## config.mk

```make
export PLATFORM = sky130hd
export DESIGN_NAME = led_blink_controller_top_flat
export DESIGN_NICKNAME = d
export VERILOG_FILES = /design/src/hw/rtl/lbc_pkg.sv /design/src/hw/rtl/lbc_ifs.sv /design/src/hw/rtl/lbc_engine.sv /design/src/hw/rtl/led_blink_controller_top.sv /design/src/flat_wrapper.sv
export SDC_FILE = /design/constraint.sdc
export NUM_CORES = 1
export LEC_CHECK = 0
export ABC_CLOCK_PERIOD_IN_PS = 18700
export BUFFER_PORTS_ARGS = -buffer_cell sky130_fd_sc_hd__buf_4
export CORE_MARGIN = 5
export CORE_UTILIZATION = 34
export DETAILED_ROUTE_END_ITERATION = 12
export PLACE_DENSITY_LB_ADDON = 0.08
export SYNTH_ARGS = -nofsm -noshare
export SYNTH_HDL_FRONTEND = slang
export SYNTH_SLANG_ARGS = --single-unit
```

## constraint.sdc

```tcl
create_clock -name i_clk -period 18.7 [get_ports i_clk]
set_input_delay 0.935 -clock i_clk [delete_from_list [all_inputs] [get_ports i_clk]]
set_output_delay 0.935 -clock i_clk [all_outputs]
set_load 0.05 [all_outputs]
```

## src/hw/rtl/lbc_pkg.sv

```systemverilog
`timescale 1ns / 1ps

package lbc_pkg;

    localparam int CFG_IDX_W  = 1;
    localparam int CFG_DATA_W = 1;
    localparam int COUNT_W    = 16;
    localparam int TIME_W     = 8;
    localparam int TICKS_W    = 16;
    localparam int PROD_W     = TICKS_W + TIME_W;

    localparam logic [CFG_IDX_W-1:0] CFG_OUTPUT_ENABLE = 1'd0;
    localparam logic [CFG_IDX_W-1:0] CFG_ACTIVE_HIGH   = 1'd1;

    localparam logic [COUNT_W-1:0] FOREVER_COUNT = 16'd66;

    typedef enum logic [1:0] {
        OP_TICK   = 2'd0,
        OP_STEADY = 2'd1,
        OP_BLINK  = 2'd2
    } t_opcode;

    typedef enum logic [1:0] {
        PH_IDLE  = 2'd0,
        PH_CHECK = 2'd1,
        PH_LIGHT = 2'd2,
        PH_DARK  = 2'd3
    } t_phase;

    typedef struct packed {
        t_opcode             opcode;
        logic                level_on;
        logic [COUNT_W-1:0]  blink_total;
        logic [TIME_W-1:0]   unit_ticks;
        logic [TIME_W-1:0]   bright_time;
        logic [TIME_W-1:0]   off_time;
    } t_cmd;

    typedef struct packed {
        logic                led_pin;
        logic                blinking;
        logic [COUNT_W-1:0]  blinks_left;
        t_phase              phase;
    } t_res;

    typedef struct packed {
        logic output_enable;
        logic active_high;
    } t_cfg;

endpackage

```

## src/hw/rtl/lbc_ifs.sv

```systemverilog
`timescale 1ns / 1ps

interface lbc_cmd_if;
    logic        valid;
    logic        ready;
    logic [1:0]  opcode;
    logic        level_on;
    logic [15:0] blink_total;
    logic [7:0]  unit_ticks;
    logic [7:0]  bright_time;
    logic [7:0]  off_time;

    modport source (output valid, opcode, level_on, blink_total, unit_ticks,
                    bright_time, off_time, input ready);
    modport sink   (input valid, opcode, level_on, blink_total, unit_ticks,
                    bright_time, off_time, output ready);
endinterface

interface lbc_res_if;
    logic        valid;
    logic        ready;
    logic        led_pin;
    logic        blinking;
    logic [15:0] blinks_left;
    logic [1:0]  phase;

    modport source (output valid, led_pin, blinking, blinks_left, phase, input ready);
    modport sink   (input valid, led_pin, blinking, blinks_left, phase, output ready);
endinterface

interface lbc_cfg_if;
    logic       valid;
    logic       ready;
    logic [0:0] index;
    logic [0:0] data;

    modport source (output valid, index, data, input ready);
    modport sink   (input valid, index, data, output ready);
endinterface

```

## src/hw/rtl/lbc_engine.sv

```systemverilog
`timescale 1ns / 1ps

module lbc_engine (
    input  logic          i_clk,
    input  logic          i_rst_n,
    input  logic          i_fire,
    input  lbc_pkg::t_cmd i_cmd,
    input  lbc_pkg::t_cfg i_cfg,
    output lbc_pkg::t_res o_next
);

    logic                         r_pin, n_pin;
    logic                         r_wanted, n_wanted;
    logic                         r_blink, n_blink;
    logic [lbc_pkg::COUNT_W-1:0]  r_count, n_count;
    logic [lbc_pkg::TIME_W-1:0]   r_unit, n_unit;
    logic [lbc_pkg::TIME_W-1:0]   r_bright, n_bright;
    logic [lbc_pkg::TIME_W-1:0]   r_dark, n_dark;
    logic [lbc_pkg::TICKS_W-1:0]  r_lit, n_lit;
    logic [lbc_pkg::TICKS_W-1:0]  r_unlit, n_unlit;
    logic                         r_was_lit, n_was_lit;
    lbc_pkg::t_phase              r_phase, n_phase;

    logic [lbc_pkg::PROD_W-1:0]   w_lit_prod;
    logic [lbc_pkg::PROD_W-1:0]   w_unlit_prod;
    logic                         w_blink_ok;

    function automatic logic [lbc_pkg::TICKS_W-1:0] sat_inc(
        input logic [lbc_pkg::TICKS_W-1:0] v
    );
        return (&v) ? v : v + 1'b1;
    endfunction

    assign w_blink_ok = (i_cmd.blink_total != '0) && (i_cmd.unit_ticks != '0) &&
                        (i_cmd.bright_time != '0) && (i_cmd.off_time != '0);

    always_comb begin
        n_pin     = r_pin;
        n_wanted  = r_wanted;
        n_blink   = r_blink;
        n_count   = r_count;
        n_unit    = r_unit;
        n_bright  = r_bright;
        n_dark    = r_dark;
        n_lit     = r_lit;
        n_unlit   = r_unlit;
        n_was_lit = r_was_lit;
        n_phase   = r_phase;
        w_lit_prod   = '0;
        w_unlit_prod = '0;
        if (i_fire) begin
            case (i_cmd.opcode)
                lbc_pkg::OP_TICK: begin
                    if (i_cfg.output_enable) begin
                        if (r_blink && (r_count != '0)) begin
                            if (r_pin == i_cfg.active_high) begin
                                n_lit     = sat_inc(r_lit);
                                n_unlit   = '0;
                                n_was_lit = 1'b1;
                            end else begin
                                n_lit     = '0;
                                n_unlit   = sat_inc(r_unlit);
                                n_was_lit = 1'b0;
                            end
                        end else if (r_blink) begin
                            n_blink  = 1'b0;
                            n_wanted = ~i_cfg.active_high;
                        end else begin
                            n_lit   = '0;
                            n_unlit = '0;
                        end

                        w_lit_prod   = lbc_pkg::PROD_W'(n_lit) * lbc_pkg::PROD_W'(r_unit);
                        w_unlit_prod = lbc_pkg::PROD_W'(n_unlit) * lbc_pkg::PROD_W'(r_unit);

                        if (r_pin != n_wanted) begin
                            if (!n_blink) begin
                                n_pin = n_wanted;
                            end else begin
                                case (r_phase)
                                    lbc_pkg::PH_IDLE: begin
                                        n_phase = lbc_pkg::PH_CHECK;
                                    end
                                    lbc_pkg::PH_CHECK: begin
                                        n_phase = n_was_lit ? lbc_pkg::PH_LIGHT
                                                            : lbc_pkg::PH_DARK;
                                    end
                                    lbc_pkg::PH_LIGHT: begin
                                        if (w_lit_prod >= lbc_pkg::PROD_W'(r_bright)) begin
                                            n_wanted = ~n_wanted;
                                            n_unlit  = '0;
                                            n_pin    = ~i_cfg.active_high;
                                            if (r_count != lbc_pkg::FOREVER_COUNT) begin
                                                n_count = r_count - 1'b1;
                                            end
                                        end
                                        n_phase = lbc_pkg::PH_IDLE;
                                    end
                                    default: begin
                                        if (w_unlit_prod >= lbc_pkg::PROD_W'(r_dark)) begin
                                            n_wanted = ~n_wanted;
                                            n_lit    = '0;
                                            n_pin    = i_cfg.active_high;
                                        end
                                        n_phase = lbc_pkg::PH_IDLE;
                                    end
                                endcase
                            end
                        end
                    end
                end
                lbc_pkg::OP_STEADY: begin
                    n_blink  = 1'b0;
                    n_wanted = i_cmd.level_on ? i_cfg.active_high : ~i_cfg.active_high;
                end
                lbc_pkg::OP_BLINK: begin
                    if (w_blink_ok) begin
                        n_blink  = 1'b1;
                        n_count  = i_cmd.blink_total;
                        n_unit   = i_cmd.unit_ticks;
                        n_bright = i_cmd.bright_time;
                        n_dark   = i_cmd.off_time;
                        n_wanted = ~r_pin;
                    end
                end
                default: begin
                end
            endcase
        end
    end

    always_ff @(posedge i_clk) begin
        if (!i_rst_n) begin
            r_pin     <= 1'b0;
            r_wanted  <= 1'b0;
            r_blink   <= 1'b0;
            r_count   <= '0;
            r_unit    <= lbc_pkg::TIME_W'(1);
            r_bright  <= '0;
            r_dark    <= '0;
            r_lit     <= '0;
            r_unlit   <= '0;
            r_was_lit <= 1'b0;
            r_phase   <= lbc_pkg::PH_IDLE;
        end else begin
            r_pin     <= n_pin;
            r_wanted  <= n_wanted;
            r_blink   <= n_blink;
            r_count   <= n_count;
            r_unit    <= n_unit;
            r_bright  <= n_bright;
            r_dark    <= n_dark;
            r_lit     <= n_lit;
            r_unlit   <= n_unlit;
            r_was_lit <= n_was_lit;
            r_phase   <= n_phase;
        end
    end

    assign o_next.led_pin     = n_pin;
    assign o_next.blinking    = n_blink;
    assign o_next.blinks_left = n_count;
    assign o_next.phase       = n_phase;

    // unit register never holds zero; a zero unit would stall blinking forever
    a_unit_nonzero: assert property (@(posedge i_clk) disable iff (!i_rst_n)
        r_unit != '0)
        else $error("unit register is zero");

    a_zero_blink_ignored: assert property (@(posedge i_clk) disable iff (!i_rst_n)
        (i_fire && i_cmd.opcode == lbc_pkg::OP_BLINK && !w_blink_ok)
        |=> ($stable(r_count) && $stable(r_blink) && $stable(r_wanted)))
        else $error("blink command with zero argument changed state");

    a_forever_kept: assert property (@(posedge i_clk) disable iff (!i_rst_n)
        (i_fire && i_cmd.opcode == lbc_pkg::OP_TICK && r_count == lbc_pkg::FOREVER_COUNT)
        |=> (r_count == lbc_pkg::FOREVER_COUNT))
        else $error("forever count changed on a tick");

endmodule

```

## src/hw/rtl/led_blink_controller_top.sv

```systemverilog
`timescale 1ns / 1ps

// LED blink controller.
// i_cmd carries one command per beat: tick, steady level or blink setup.
// o_res returns one beat per command: pin level, blink mode, blinks left
// and phase, as they stand after that command.
// i_cfg writes output_enable (index 0) and active_high (index 1), is always
// ready, and must be written only while no command is in flight (unchecked).
// A command accepted into the input register is processed there and
// lands in the result register once o_res can advance; its result is
// valid from then on. Throughput: one command per cycle while o_res does
// not stall; the per-tick update (16x8 product and compare) fits
// between the input and result registers.
// The result register and the input register each hold one beat: when
// o_res stalls, one more command is still taken, then i_cmd.ready drops
// until the result is taken.
// Reset (synchronous, active low) clears both stages, sets both config
// bits to 1, the pin dark at level 0, steady mode and phase idle.

module led_blink_controller_top (
    input  logic        i_clk,
    input  logic        i_rst_n,
    lbc_cmd_if.sink     i_cmd,
    lbc_cfg_if.sink     i_cfg,
    lbc_res_if.source   o_res
);

    logic            r_in_valid;
    lbc_pkg::t_cmd   r_cmd;
    logic            r_out_valid;
    lbc_pkg::t_res   r_res;
    lbc_pkg::t_res   w_next;
    lbc_pkg::t_cfg   r_cfg;
    logic            w_adv;
    logic            w_fire;
    logic            w_in_take;

    assign w_adv     = !r_out_valid || o_res.ready;
    assign w_fire    = r_in_valid && w_adv;
    assign w_in_take = i_cmd.valid && i_cmd.ready;

    assign i_cmd.ready = !r_in_valid || w_adv;
    assign i_cfg.ready = 1'b1;

    always_ff @(posedge i_clk) begin
        if (!i_rst_n) begin
            r_cfg.output_enable <= 1'b1;
            r_cfg.active_high   <= 1'b1;
        end else if (i_cfg.valid) begin
            case (i_cfg.index)
                lbc_pkg::CFG_OUTPUT_ENABLE: r_cfg.output_enable <= i_cfg.data[0];
                lbc_pkg::CFG_ACTIVE_HIGH:   r_cfg.active_high   <= i_cfg.data[0];
                default: begin
                end
            endcase
        end
    end

    always_ff @(posedge i_clk) begin
        if (!i_rst_n) begin
            r_in_valid <= 1'b0;
        end else if (i_cmd.ready) begin
            r_in_valid <= i_cmd.valid;
        end
    end

    always_ff @(posedge i_clk) begin
        if (w_in_take) begin
            r_cmd.opcode      <= lbc_pkg::t_opcode'(i_cmd.opcode);
            r_cmd.level_on    <= i_cmd.level_on;
            r_cmd.blink_total <= i_cmd.blink_total;
            r_cmd.unit_ticks  <= i_cmd.unit_ticks;
            r_cmd.bright_time <= i_cmd.bright_time;
            r_cmd.off_time    <= i_cmd.off_time;
        end
    end

    lbc_engine u_engine (
        .i_clk   (i_clk),
        .i_rst_n (i_rst_n),
        .i_fire  (w_fire),
        .i_cmd   (r_cmd),
        .i_cfg   (r_cfg),
        .o_next  (w_next)
    );

    always_ff @(posedge i_clk) begin
        if (!i_rst_n) begin
            r_out_valid <= 1'b0;
        end else if (w_adv) begin
            r_out_valid <= r_in_valid;
        end
    end

    always_ff @(posedge i_clk) begin
        if (w_fire) begin
            r_res <= w_next;
        end
    end

    assign o_res.valid       = r_out_valid;
    assign o_res.led_pin     = r_res.led_pin;
    assign o_res.blinking    = r_res.blinking;
    assign o_res.blinks_left = r_res.blinks_left;
    assign o_res.phase       = r_res.phase;

    a_fire_gives_result: assert property (@(posedge i_clk) disable iff (!i_rst_n)
        w_fire |=> r_out_valid)
        else $error("processed command produced no result beat");

    a_held_cmd_stable: assert property (@(posedge i_clk) disable iff (!i_rst_n)
        (r_in_valid && !w_adv) |=> (r_in_valid && $stable(r_cmd)))
        else $error("stalled command lost or changed in input register");

    a_steady_ends_blink: assert property (@(posedge i_clk) disable iff (!i_rst_n)
        (w_fire && r_cmd.opcode == lbc_pkg::OP_STEADY) |=> !r_res.blinking)
        else $error("steady command left blink mode on");

endmodule

```

## src/flat_wrapper.sv

```systemverilog
// flat-port wrapper written by rule: the top's interface ports become plain ports
module led_blink_controller_top_flat 
  (i_clk, i_rst_n, i_cmd_valid, i_cmd_opcode, i_cmd_level_on, i_cmd_blink_total, i_cmd_unit_ticks, i_cmd_bright_time, i_cmd_off_time, i_cmd_ready, i_cfg_valid, i_cfg_index, i_cfg_data, i_cfg_ready, o_res_valid, o_res_led_pin, o_res_blinking, o_res_blinks_left, o_res_phase, o_res_ready);
  lbc_cmd_if i_cmd_i ();
  lbc_cfg_if i_cfg_i ();
  lbc_res_if o_res_i ();
  input  logic i_clk;
  input  logic i_rst_n;
  input wire logic [$bits(i_cmd_i.valid)-1:0] i_cmd_valid;
  input wire logic [$bits(i_cmd_i.opcode)-1:0] i_cmd_opcode;
  input wire logic [$bits(i_cmd_i.level_on)-1:0] i_cmd_level_on;
  input wire logic [$bits(i_cmd_i.blink_total)-1:0] i_cmd_blink_total;
  input wire logic [$bits(i_cmd_i.unit_ticks)-1:0] i_cmd_unit_ticks;
  input wire logic [$bits(i_cmd_i.bright_time)-1:0] i_cmd_bright_time;
  input wire logic [$bits(i_cmd_i.off_time)-1:0] i_cmd_off_time;
  output wire logic [$bits(i_cmd_i.ready)-1:0] i_cmd_ready;
  input wire logic [$bits(i_cfg_i.valid)-1:0] i_cfg_valid;
  input wire logic [$bits(i_cfg_i.index)-1:0] i_cfg_index;
  input wire logic [$bits(i_cfg_i.data)-1:0] i_cfg_data;
  output wire logic [$bits(i_cfg_i.ready)-1:0] i_cfg_ready;
  output wire logic [$bits(o_res_i.valid)-1:0] o_res_valid;
  output wire logic [$bits(o_res_i.led_pin)-1:0] o_res_led_pin;
  output wire logic [$bits(o_res_i.blinking)-1:0] o_res_blinking;
  output wire logic [$bits(o_res_i.blinks_left)-1:0] o_res_blinks_left;
  output wire logic [$bits(o_res_i.phase)-1:0] o_res_phase;
  input wire logic [$bits(o_res_i.ready)-1:0] o_res_ready;
  assign i_cmd_i.valid = i_cmd_valid;
  assign i_cmd_i.opcode = i_cmd_opcode;
  assign i_cmd_i.level_on = i_cmd_level_on;
  assign i_cmd_i.blink_total = i_cmd_blink_total;
  assign i_cmd_i.unit_ticks = i_cmd_unit_ticks;
  assign i_cmd_i.bright_time = i_cmd_bright_time;
  assign i_cmd_i.off_time = i_cmd_off_time;
  assign i_cmd_ready = i_cmd_i.ready;
  assign i_cfg_i.valid = i_cfg_valid;
  assign i_cfg_i.index = i_cfg_index;
  assign i_cfg_i.data = i_cfg_data;
  assign i_cfg_ready = i_cfg_i.ready;
  assign o_res_valid = o_res_i.valid;
  assign o_res_led_pin = o_res_i.led_pin;
  assign o_res_blinking = o_res_i.blinking;
  assign o_res_blinks_left = o_res_i.blinks_left;
  assign o_res_phase = o_res_i.phase;
  assign o_res_i.ready = o_res_ready;
  led_blink_controller_top u_core (.i_clk(i_clk), .i_rst_n(i_rst_n), .i_cmd(i_cmd_i), .i_cfg(i_cfg_i), .o_res(o_res_i));
endmodule
```

==> results by group, run 1 <==
Global route
  – Busiest grt layer: met2
  – Initial antenna violation count: 2
  – Global-route wire length before repair: 74500 um
  – Met2 Resource Use GR: between 20 and 30%
  – Global routing usage on met3: under 10%
  – Vias in the first global route: approximately 13000
  – Largest net degree at the start of global routing: 60
  – Global-route track usage on met1: 27.1%
  – Global-route congestion overflow total: 0
  – Total GRT Usage: 18.3%

Finish
  – Total inserted antenna cells: 0
  – Layout cell share with drive strength beyond 1: 7.86%
  – Most frequent cells in the layout: 210 x inv_1, 195 x nand2_1, 168 x fa_1, 118 x and2_1, 112 x ha_1
  – Area grow syn2layout: 11.0%
  – Fill cell instance count of the final layout: 4638
  – Most common cell after layout, fill and taps aside: inv_1
  – Count of nets after finishing: around 2100

Clock tree
  – Sinks on Clock Net: approximately 150
  – CTS Buffer Depth: 2
  – Clock tree root driver cell: clkbuf_16
  – H-tree depth: 4
  – Clock slew seen by the registers of the worst setup and hold paths: 80 ps
  – Clock tree from TritonCTS: yes
  – Total CTS buffers: 17
  – Post-cts resize count: 0
  – Worst skew pair latency: around 450 ps
  – Number of hold buffers added after cts: 0
  – Number of buffers inserted by post-CTS setup repair: 0

Detailed routing
  – ANT nets after route: 0
  – Detailed Route Iter0 Violations: 1020
  – Wirelength per Cell: approximately 19 um
  – Number of remaining DRC errors: 0
  – Number of search-and-repair iterations in the first detailed-routing pass: 7
  – Count of vias placed by the detailed router: 12900
  – Wire length reported by the detailed router: 45900 um
  – Via density: between 5 and 6

Setup path
  – Delay-heaviest family, CP: simple AND/OR/NAND/NOR gates
  – Stages on the worst setup path: 28
  – Required time reported for the critical path endpoint: about 19000 ps
  – Cell seen most often among critical-path stages: fa_1
  – Critical-path maximum fanout: 11
  – WP data arrival: just over 10000 ps
  – Worst stage delay on the critical path: 620 ps
  – CP Launch Type: register
  – Worst path bufs/invs: 3
  – Slowest cell on crit path: a21oi_1
  – Critical Path Sink Type: register
  – Category of the most critical setup path: register to register
  – Path depth of the worst reg2reg path: 28

Synthesis
  – Count of flip-flops with a built-in enable after synthesis: 63
  – Flip-flop cell with the highest count after synthesis: dfxtp_1
  – Part of the Yosys area used for sequential elements: 22.5%
  – Async S/R FF share, synth: 0%
  – Number of warnings reported in the yosys synthesis log: 0
  – Flop and latch count out of synthesis: 145
  – Cell count after synthesis: 1793
  – Syn Nets: 2123
  – Avg Cell Area, Syn: 8.78 um2
  – Number of library cell types mapped by synthesis: 77
  – Cell Area, Synth: 15700 um2

Timing
  – Sum Neg Setup Slack: 0 ps
  – Skew final: 21.1 ps
  – Final setup slack of the worst path: 8750 ps
  – Slew margin rel.: 11.6%
  – Unrepaired setup endpoints after global routing: no
  – Setup-failing EPs final: 0
  – Max Fclk: 101 MHz
  – Pins Over Slew Limit: 0
  – Final critical delay including setup and external delays: 9950 ps
  – Fin. Hold Viols: 0
  – Worst Tran Pin Value: 1330 ps
  – Final cycle utilization of the critical path: 53.2%

Placed design
  – Weighted congestion at the end of routability-driven global placement: 0.846
  – Setup Slack @ Placement: roughly 8800 ps
  – Count of buffers from port buffering: 71
  – DP HPWL: about 35000 um

Worst hold path
  – Worst hold path type: register to register
  – Worst hold path stage count: 2

Die
  – Die height: 225 um
  – Chip Width: 225 um
  – DIE AREA: 50700 um2
  – Total core area: 45600 um2
  – Core Rows: 78
  – Effective utilization at floorplan: between 30 and 40%
  – Number of top-level pins: 73

Power
  – Leakage power figure: 7.86 nW
  – Cell Pwr Density: 44.4 nW/um2
  – Max rail drop VDD: 0.0000583 V

Flow run
  – Max Cap Viol: 0

Run status
  – Result of the run: finished, final reports clean
## cell type report
| type | instances | area, um2 | share of cell area [%] |
|---|---|---|---|
| clock inverter | 15 | 201 | 1.15 |
| tap | 600 | 751 | 4.30 |
| sequential | 145 | 3530 | 20.2 |
| clock buffer | 17 | 425 | 2.44 |
| multi-input combinational | 1356 | 11100 | 63.5 |
| timing repair buffer | 88 | 661 | 3.78 |
| inverter | 211 | 792 | 4.54 |
## Yosys cell counts, types with 10 or more instances
cell,n,area share [%]
a21oi_1,108,3.4
nand2_1,195,4.7
clkbuf_1,68,1.6
nand2b_1,30,1.2
fa_1,168,21
a22oi_1,20,0.95
edfxtp_1,63,12
dfxtp_1,82,10
and2_1,119,4.7
a211oi_1,10,0.48
a31oi_1,19,0.76
o31ai_1,10,0.48
xnor2_1,15,0.84
nor2b_1,76,3.0
nor4_1,19,0.76
ha_1,112,8.9
nand3_1,41,1.3
a21o_1,12,0.57
o21a_1,12,0.57
inv_1,211,5.0
or3_1,13,0.52
nand4_1,15,0.60
nor2_1,62,1.5
nor3_1,20,0.64
o21ai_0,70,2.2
a22o_1,11,0.61
and3_1,38,1.5
## state kept, by name, indices dropped and copies added (netlist names), 2 cells and up
register and flops:
u_core.u_engine.r_unit 8, u_core.u_engine.r_lit 16, u_core.u_engine.r_dark 8, u_core.r_cfg 2, u_core.o_res.phase 2, u_core.u_engine.r_count 16
u_core.o_res.blinks_left 16, u_core.u_engine.r_phase 2, u_core.r_cmd 43, u_core.u_engine.r_bright 8, u_core.u_engine.r_unlit 16
## final timing paths
path,startpoint,end,slack [ps]
setup / recovery,u_core.u_engine.r_count[0],u_core.o_res.led_pin,8750
hold / removal,u_core.u_engine.r_bright[3],u_core.u_engine.r_bright[3],460
setup reg to reg,u_core.u_engine.r_count[0],u_core.o_res.led_pin,8750
hold reg to reg,u_core.u_engine.r_bright[3],u_core.u_engine.r_bright[3],460
## worst register-to-register path, delay by kind of cell (launching register included)
kind | cells | cell delay, ps
compound gates | 7 | 2040
fa+ha+maj | 6 | 2790
buf+inv | 3 | 230
flops | 1 | 330
simple gates | 12 | 4270
## metal layers
layer | routed length [um] | part of all wire (%)
met1 | 22800 | 50
met2 | 20700 | 45
met5 | 0 | 0
met4 | 694 | 1.5
met3 | 1710 | 3.7
## power by group
| part | internal [W] | total [W] | switching [W] | leakage [nW] |
|---|---|---|---|---|
| clock network | 0.000184 | 0.000356 | 0.000171 | 0.303 |
| registers | 0.000342 | 0.000350 | 0.00000878 | 1.27 |
| logic | 0.0000228 | 0.0000685 | 0.0000456 | 6.28 |
| total | 0.000549 | 0.000775 | 0.000226 | 7.86 |
## stage by stage
stage | utilization, % | total power (W) | area (um2) | cells | hold slack [ps]
floorplan | - | 0.000395 | 15700 | 1793 | 436
global placement | 36.9 | 0.000426 | 16800 | 2400 | 443
detailed placement | 36.9 | 0.000426 | 16800 | 2400 | 448
CTS | 38.3 | 0.000785 | 17500 | 2432 | 458
global route | 38.3 | 0.000805 | 17500 | 2432 | 480
finish | 38.3 | 0.000775 | 17500 | 2432 | 459
## cell families (layout without fill, tap and decap cells)
logic type	after synthesis	after routing	synth area share, %
multiplexers	13	13	0.859
AO/OA/AOI/OAI	376	376	15.9
buffers and inverters	292	331	7.09
flip-flops	145	145	22.5
XOR/XNOR	23	23	1.28
AND/OR/NAND/NOR	663	663	22.1
other	1	1	0.0238
adder cells (fa/ha/maj)	280	280	30.3
Power figures use the tool's default switching activity.
==> run 2, diff against run 1 <==
--- a/config.mk
+++ b/config.mk
@@ -5,7 +5,7 @@
 export SDC_FILE = /design/constraint.sdc
 export NUM_CORES = 1
 export LEC_CHECK = 0
-export ABC_CLOCK_PERIOD_IN_PS = 18700
+export ABC_CLOCK_PERIOD_IN_PS = 8010
 export BUFFER_PORTS_ARGS = -buffer_cell sky130_fd_sc_hd__buf_4
 export CORE_MARGIN = 5
 export CORE_UTILIZATION = 34
==> constraint.sdc (replaced) <==
create_clock -name i_clk -period 8.01 [get_ports i_clk]
set_input_delay 0.4005 -clock i_clk [delete_from_list [all_inputs] [get_ports i_clk]]
set_output_delay 0.4005 -clock i_clk [all_outputs]
set_load 0.05 [all_outputs]
==> run 2 against run 1 <==
Net effect: the run now ends with negative setup slack left; via count is 6.4% higher; global-route usage is 0.91 points higher; final cell count is 9.5% higher; sequential share of layout area is 2.5 points lower; first-iteration DRC count is 25% lower; count of clock-buffer cells in the layout stayed put; largest power group is now registers; register-to-register slack worse by 8800 ps.
==> results by group, run 2 (same netlist as run 1, synthesis figures left out) <==
Power
  – Proportion of power drawn by combinational gates: 11.0% (+2.2 points)
  – Leakage power figure: 9.13 nW (+16%)
  – Max rail drop VDD: 0.000141 V (+140%)
  – Internal power component: 0.00130 W (+140%)
  – Cell Pwr Density: 91.7 nW/um2 (+110%)
  – Switching component of the power: 0.000526 W (+130%)
  – Sw Ratio: 28.8% (-0.38 points)
  – Sequential fraction of design power: 44.7% (-0.5 points)
  – Portion of total power attributed to the clock network: 44.3% (-1.6 points)

Setup path
  – Category of the most critical setup path: register to register
  – CP Launch Type: register
  – Worst path bufs/invs: 6 (+3)
  – Delay-heaviest family, CP: adder cells
  – Flop2flop setup slack: -80 ps (-8830 ps)
  – Critical-path maximum fanout: 8 (-3)
  – Required time reported for the critical path endpoint: 8390 ps (-10490 ps)
  – Slowest cell on crit path: fa_1
  – Worst stage delay on the critical path: 560 ps (-60 ps)
  – WP data arrival: 8470 ps (-1660 ps)
  – Critical Path Sink Type: register

Finish
  – Most frequent cells in the layout: 291 x buf_4, 206 x inv_1, 192 x nand2_1, 165 x fa_1, 117 x and2_1
  – Layout cell share with drive strength beyond 1: 23.4% (+16 points)
  – Count of nets after finishing: 2380 (+11%)
  – Final Core Density: 43.7% (+5.4 points)
  – Reg with most FFs: u_core.r_cmd
  – Fill cell instance count of the final layout: 4453 (-4.0%)
  – Most common cell after layout, fill and taps aside: buf_4
  – Non-Filler Cell Area, Final: 19900 um2 (+14%)
  – Area grow syn2layout: 26.6%
  – Flip-flop count of the largest register, all copies and words added: 43 (unchanged)

Clock tree
  – Worst skew pair latency: 450 ps (about the same)
  – Clock tree root driver cell: clkbuf_16
  – Total CTS buffers: 17 (unchanged)
  – Clock tree from TritonCTS: yes
  – Number of hold buffers added after cts: 0 (unchanged)
  – Clock slew seen by the registers of the worst setup and hold paths: 70 ps (about the same)
  – H-tree depth: 4 (unchanged)
  – CTS Buffer Depth: 2 (unchanged)
  – Sinks on Clock Net: 145 (unchanged)

Timing
  – Final setup slack of the worst path: -82.8 ps (-8830 ps)
  – Final critical delay including setup and external delays: 8090 ps (-1860 ps)
  – Max Fclk: 124 MHz (+23%)
  – Final cycle utilization of the critical path: 101% (+48 points)
  – Pins Over Slew Limit: 0 (unchanged)
  – Fin. Hold Viols: 0 (unchanged)
  – Slew margin rel.: 19.1% (+7.5 points)
  – Skew final: 14.0 ps (-7.16 ps)
  – Unrepaired setup endpoints after global routing: yes
  – Worst Tran Pin Value: 1210 ps (-113 ps)
  – Setup-failing EPs final: 17 (+17)

Run status
  – Failing checks: negative setup slack
  – Result of the run: finished, violations left

Die
  – Core Rows: 78 (unchanged)
  – Chip Width: 225 um (unchanged)
  – Total core area: 45600 um2 (unchanged)
  – Die height: 225 um (unchanged)
  – Number of top-level pins: 73 (unchanged)
  – DIE AREA: 50700 um2 (unchanged)
  – Effective utilization at floorplan: 34.5% (unchanged)

Global route
  – Vias in the first global route: 14200 (+7.6%)
  – Global-route track usage on met1: 28.0% (+1.0 points)
  – Global routing usage on met3: 1.89% (+0.21 points)
  – Initial antenna violation count: 0 (-2)
  – Global-route wire length before repair: 78100 um (+4.9%)
  – Met2 Resource Use GR: 31.2% (+2.0 points)
  – Largest net degree at the start of global routing: 60 (unchanged)
  – Global-route congestion overflow total: 0 (unchanged)
  – Busiest grt layer: met2
  – Total GRT Usage: 19.2% (+0.91 points)

Placed design
  – Placement Cell Area: 18400 um2 (+9.6%)
  – Weighted congestion at the end of routability-driven global placement: 0.855 (+0.97%)
  – Count of buffers from port buffering: 71 (unchanged)
  – DP HPWL: 37500 um (+7.9%)
  – Setup Slack @ Placement: -514 ps (-9350 ps)

Detailed routing
  – Number of remaining DRC errors: 0 (unchanged)
  – Via density: 5.16 (-2.9%)
  – Detailed Route Iter0 Violations: 770 (-25%)
  – ANT nets after route: 0 (unchanged)
  – Count of vias placed by the detailed router: 13700 (+6.4%)
  – Wire length reported by the detailed router: 48200 um (+5.1%)
  – Number of search-and-repair iterations in the first detailed-routing pass: 5 (-2)
  – Wirelength per Cell: 18.1 um (-4.1%)

Worst hold path
  – Worst hold path type: input port to register

Flow run
  – Max Cap Viol: 0 (unchanged)
==> run 2: area by class of cell <==
type	count	area, um2	area share, %
diodes	1	2.50	0.0126
multi-input cells	1356	11700	58.7
clock inverters	15	179	0.898
clock buffers	17	425	2.14
repair buffers	319	2540	12.8
inverters	211	792	3.98
well taps	600	751	3.77
flip-flops and latches	145	3540	17.8
==> run 2: repair_timing <==
action                                 4_1_cts  5_1_grt
gates resized for setup                     49      114
pin swaps                                   23       36
buffers inserted                            15       12
gates cloned                                 1        0
setup endpoints to repair                   67       67
endpoints found under the hold margin        0        0
==> run 2: worst reg2reg max path: cells and delay by family, from the launching register on <==
family                   cells  cell delay (ps)
AO/OA/AOI/OAI               10             2180
adder cells (fa/ha/maj)      6             2450
AND/OR/NAND/NOR              8             2220
flip-flops                   1              330
buffers and inverters        6              840
==> run 2: worst paths after layout <==
kind / cells past startpoint / endpoint / startpoint
setup / recovery: 30 / u_core.u_engine.r_lit[7] / u_core.u_engine.r_count[0]
hold / removal: 1 / u_core.r_cmd[25] / i_cmd_blink_total[1]
setup reg to reg: 30 / u_core.u_engine.r_lit[7] / u_core.u_engine.r_count[0]
hold reg to reg: 2 / u_core.u_engine.r_bright[1] / u_core.u_engine.r_bright[1]
==> run 2: metal layers <==
layer / vias to the layer above / routed length, um
li1: 6662 / -
met1: 6795 / 23700
met2: 245 / 22400
met3: 43 / 1480
met4: 0 / 656
met5: - / 0
==> run 2: per-stage QoR <==
stage,cells,total power [W],hold slack [ps],setup TNS [ps]
floorplan,1793,0.000923,436,0
global placement,2605,0.00102,444,-18940
detailed placement,2605,0.00102,447,-23240
CTS,2653,0.00184,97.7,0
global route,2663,0.00189,105,-8100
finish,2664,0.00183,122,-965
==> run 2: power by group through the flow <==
stage	logic, W	clock network, W	registers [W]
6_report	0.000200	0.000810	0.000817
2_1_floorplan	0.0000812	0	0.000842
5_1_grt	0.000215	0.000859	0.000820
3_3_place_gp	0.000185	0	0.000833
4_1_cts	0.000193	0.000831	0.000817
3_5_place_dp	0.000184	0	0.000833
==> run 3, diff against run 2 <==
--- a/config.mk
+++ b/config.mk
@@ -11,6 +11,7 @@
 export CORE_UTILIZATION = 34
 export DETAILED_ROUTE_END_ITERATION = 12
 export PLACE_DENSITY_LB_ADDON = 0.08
+export RECOVER_POWER = 25
 export SYNTH_ARGS = -nofsm -noshare
 export SYNTH_HDL_FRONTEND = slang
 export SYNTH_SLANG_ARGS = --single-unit
==> run 3 against run 2 <==
Net effect: the run still ends with negative setup slack left; via count is 0.30% higher; sequential cell count stayed put; power barely moved; final cell count did not move; hold slack better by 18 ps; largest cell class unchanged; largest power group unchanged; clock skew barely moved; maximum frequency about the same; highest routed layer unchanged; count of clock-buffer cells in the layout did not move; worst setup slack worse by 1.8 ps; critical path depth is the same.
==> results by group, run 3 (same netlist as run 1, synthesis figures left out) <==
Detailed routing
  – Via density: 5.17 (+0.30%)
  – ANT nets after route: 0 (unchanged)
  – Number of search-and-repair iterations in the first detailed-routing pass: 5 (unchanged)
  – Met3 wire length: 1600 um (+7.7%)
  – Detailed Route Iter0 Violations: 831 (+7.9%)
  – Count of vias placed by the detailed router: 13800 (+0.30%)
  – Met2 wire len: 22400 um (-0.16%)
  – Detailed-route wire length on metal 1: 23600 um (-0.12%)
  – Max layer used: met4
  – Number of remaining DRC errors: 0 (unchanged)
  – Wire length reported by the detailed router: 48300 um (+0.10%)
  – Wirelength per Cell: 18.1 um (+0.10%)

Clock tree
  – Worst skew pair latency: 450 ps (about the same)
  – Total CTS buffers: 17 (unchanged)
  – Clock slew seen by the registers of the worst setup and hold paths: 70 ps (about the same)
  – Number of hold buffers added after cts: 0 (unchanged)
  – Sinks on Clock Net: 145 (unchanged)
  – Clock tree root driver cell: clkbuf_16
  – CTS Buffer Depth: 2 (unchanged)
  – Clock tree from TritonCTS: yes
  – H-tree depth: 4 (unchanged)

Placed design
  – Count of buffers from port buffering: 71 (unchanged)
  – Weighted congestion at the end of routability-driven global placement: 0.855 (unchanged)
  – Placement Cell Area: 18400 um2 (unchanged)
  – Setup Slack @ Placement: -514 ps (unchanged)
  – DP HPWL: 37500 um (unchanged)

Die
  – Effective utilization at floorplan: 34.5% (unchanged)
  – Total core area: 45600 um2 (unchanged)
  – Core Rows: 78 (unchanged)
  – Die height: 225 um (unchanged)
  – DIE AREA: 50700 um2 (unchanged)
  – Number of top-level pins: 73 (unchanged)
  – Chip Width: 225 um (unchanged)

Setup path
  – WP data arrival: 8470 ps (about the same)
  – Delay-heaviest family, CP: adder cells
  – Worst path bufs/invs: 6 (unchanged)
  – CP Launch Type: register
  – Category of the most critical setup path: register to register
  – Required time reported for the critical path endpoint: 8390 ps (about the same)
  – Critical-path maximum fanout: 8 (unchanged)
  – Worst stage delay on the critical path: 560 ps (about the same)
  – Critical Path Sink Type: register
  – Slowest cell on crit path: fa_1

Worst hold path
  – Worst hold path type: input port to register

Finish
  – Layout cell share with drive strength beyond 1: 23.2% (-0.19 points)
  – Count of nets after finishing: 2380 (unchanged)
  – Final Core Density: 43.7% (about the same)
  – Most frequent cells in the layout: 247 x buf_4, 206 x inv_1, 192 x nand2_1, 165 x fa_1, 117 x and2_1
  – Non-Filler Cell Area, Final: 19900 um2 (about the same)
  – Most common cell after layout, fill and taps aside: buf_4
  – Reg with most FFs: u_core.r_cmd
  – Area grow syn2layout: 26.5% (about the same)
  – Flip-flop count of the largest register, all copies and words added: 43 (unchanged)

Run status
  – Failing checks: negative setup slack
  – Result of the run: finished, violations left

Global route
  – Global-route congestion overflow total: 0 (unchanged)
  – Largest net degree at the start of global routing: 60 (unchanged)
  – Vias in the first global route: 14200 (unchanged)
  – Initial antenna violation count: 0 (unchanged)
  – Global-route wire length before repair: 78100 um (unchanged)
  – Total GRT Usage: 19.2% (unchanged)

Flow run
  – Max Cap Viol: 0 (unchanged)

Timing
  – Worst-case hold slack: 140 ps (+18.5 ps)
  – Max Fclk: 124 MHz (about the same)
  – Slew margin rel.: 16.1% (-3.0 points)
  – Final critical delay including setup and external delays: 8090 ps (+1.75 ps)
  – Sum Neg Setup Slack: -1010 ps (-42.1 ps)
  – Fin. Hold Viols: 0 (unchanged)
  – Worst Tran Pin Value: 1260 ps (+44.7 ps)
  – Pins Over Slew Limit: 0 (unchanged)
  – Unrepaired setup endpoints after global routing: yes
  – Setup-failing EPs final: 17 (unchanged)
  – Skew final: 13.6 ps (-0.320 ps)
  – Final cycle utilization of the critical path: 101% (about the same)
  – Final setup slack of the worst path: -84.6 ps (-1.75 ps)

Power
  – Leakage power figure: 9.11 nW (-0.24%)
  – Cell Pwr Density: 91.8 nW/um2 (about the same)
  – Max rail drop VDD: 0.000140 V (-0.21%)
[run 3: power breakdown]
group	internal (W)	leakage (nW)	switching [W]	total (W)
clock network	0.000422	0.295	0.000388	0.000811
registers	0.000798	1.27	0.0000194	0.000817
logic	0.0000792	7.54	0.000119	0.000198
[run 3: cell type report]
type / count / area, um2
diodes: 1 / 2.50
inverters: 211 / 792
fillers: 4456 / 25700
repair buffers: 319 / 2530
flip-flops and latches: 145 / 3540
well taps: 600 / 751
clock buffers: 17 / 425
clock inverters: 15 / 179
multi-input cells: 1356 / 11700
[run 3: worst register-to-register path, delay by kind of cell, from the launching register on]
family,cells,cell delay [ps]
adders and majority gates,6,2450
AOI/OAI and AO/OA,10,2190
buffers and inverters,6,840
DFF,1,330
and+or+nand+nor,8,2220
[run 3: repair_timing]
item / 4_1_cts / 5_1_grt
cloned: 1 / 0
resized for setup: 49 / 114
hold endpoints to repair: 0 / 0
endpoints found under the setup margin: 67 / 67
pin swaps: 23 / 36
buffers inserted: 15 / 12
[run 3: metrics by stage]
stage | power [W] | cells
after floorplan | 0.000923 | 1793
after global placement | 0.00102 | 2605
after detailed placement | 0.00102 | 2605
after CTS | 0.00184 | 2653
after global routing | 0.00189 | 2663
final | 0.00183 | 2664
[run 3: path summary, 6_finish.rpt]
check / slack (ps) / endpoint / startpoint / cells past startpoint
hold / removal: 140 / u_core.r_cmd[25] / i_cmd_blink_total[1] / 1
hold reg to reg: 450 / u_core.u_engine.r_bright[1] / u_core.u_engine.r_bright[1] / 2
setup reg to reg: -80 / u_core.u_engine.r_lit[7] / u_core.u_engine.r_count[0] / 30
setup / recovery: -80 / u_core.u_engine.r_lit[7] / u_core.u_engine.r_count[0] / 30
[run 3: layer usage]
| layer | vias to the layer above | GRT usage, % |
|---|---|---|
| met1 | 6812 | 28.0 |
| met5 | - | 0 |
| met3 | 41 | 1.89 |
| met4 | 0 | 4.02 |
| met2 | 267 | 31.2 |
| li1 | 6666 | - |
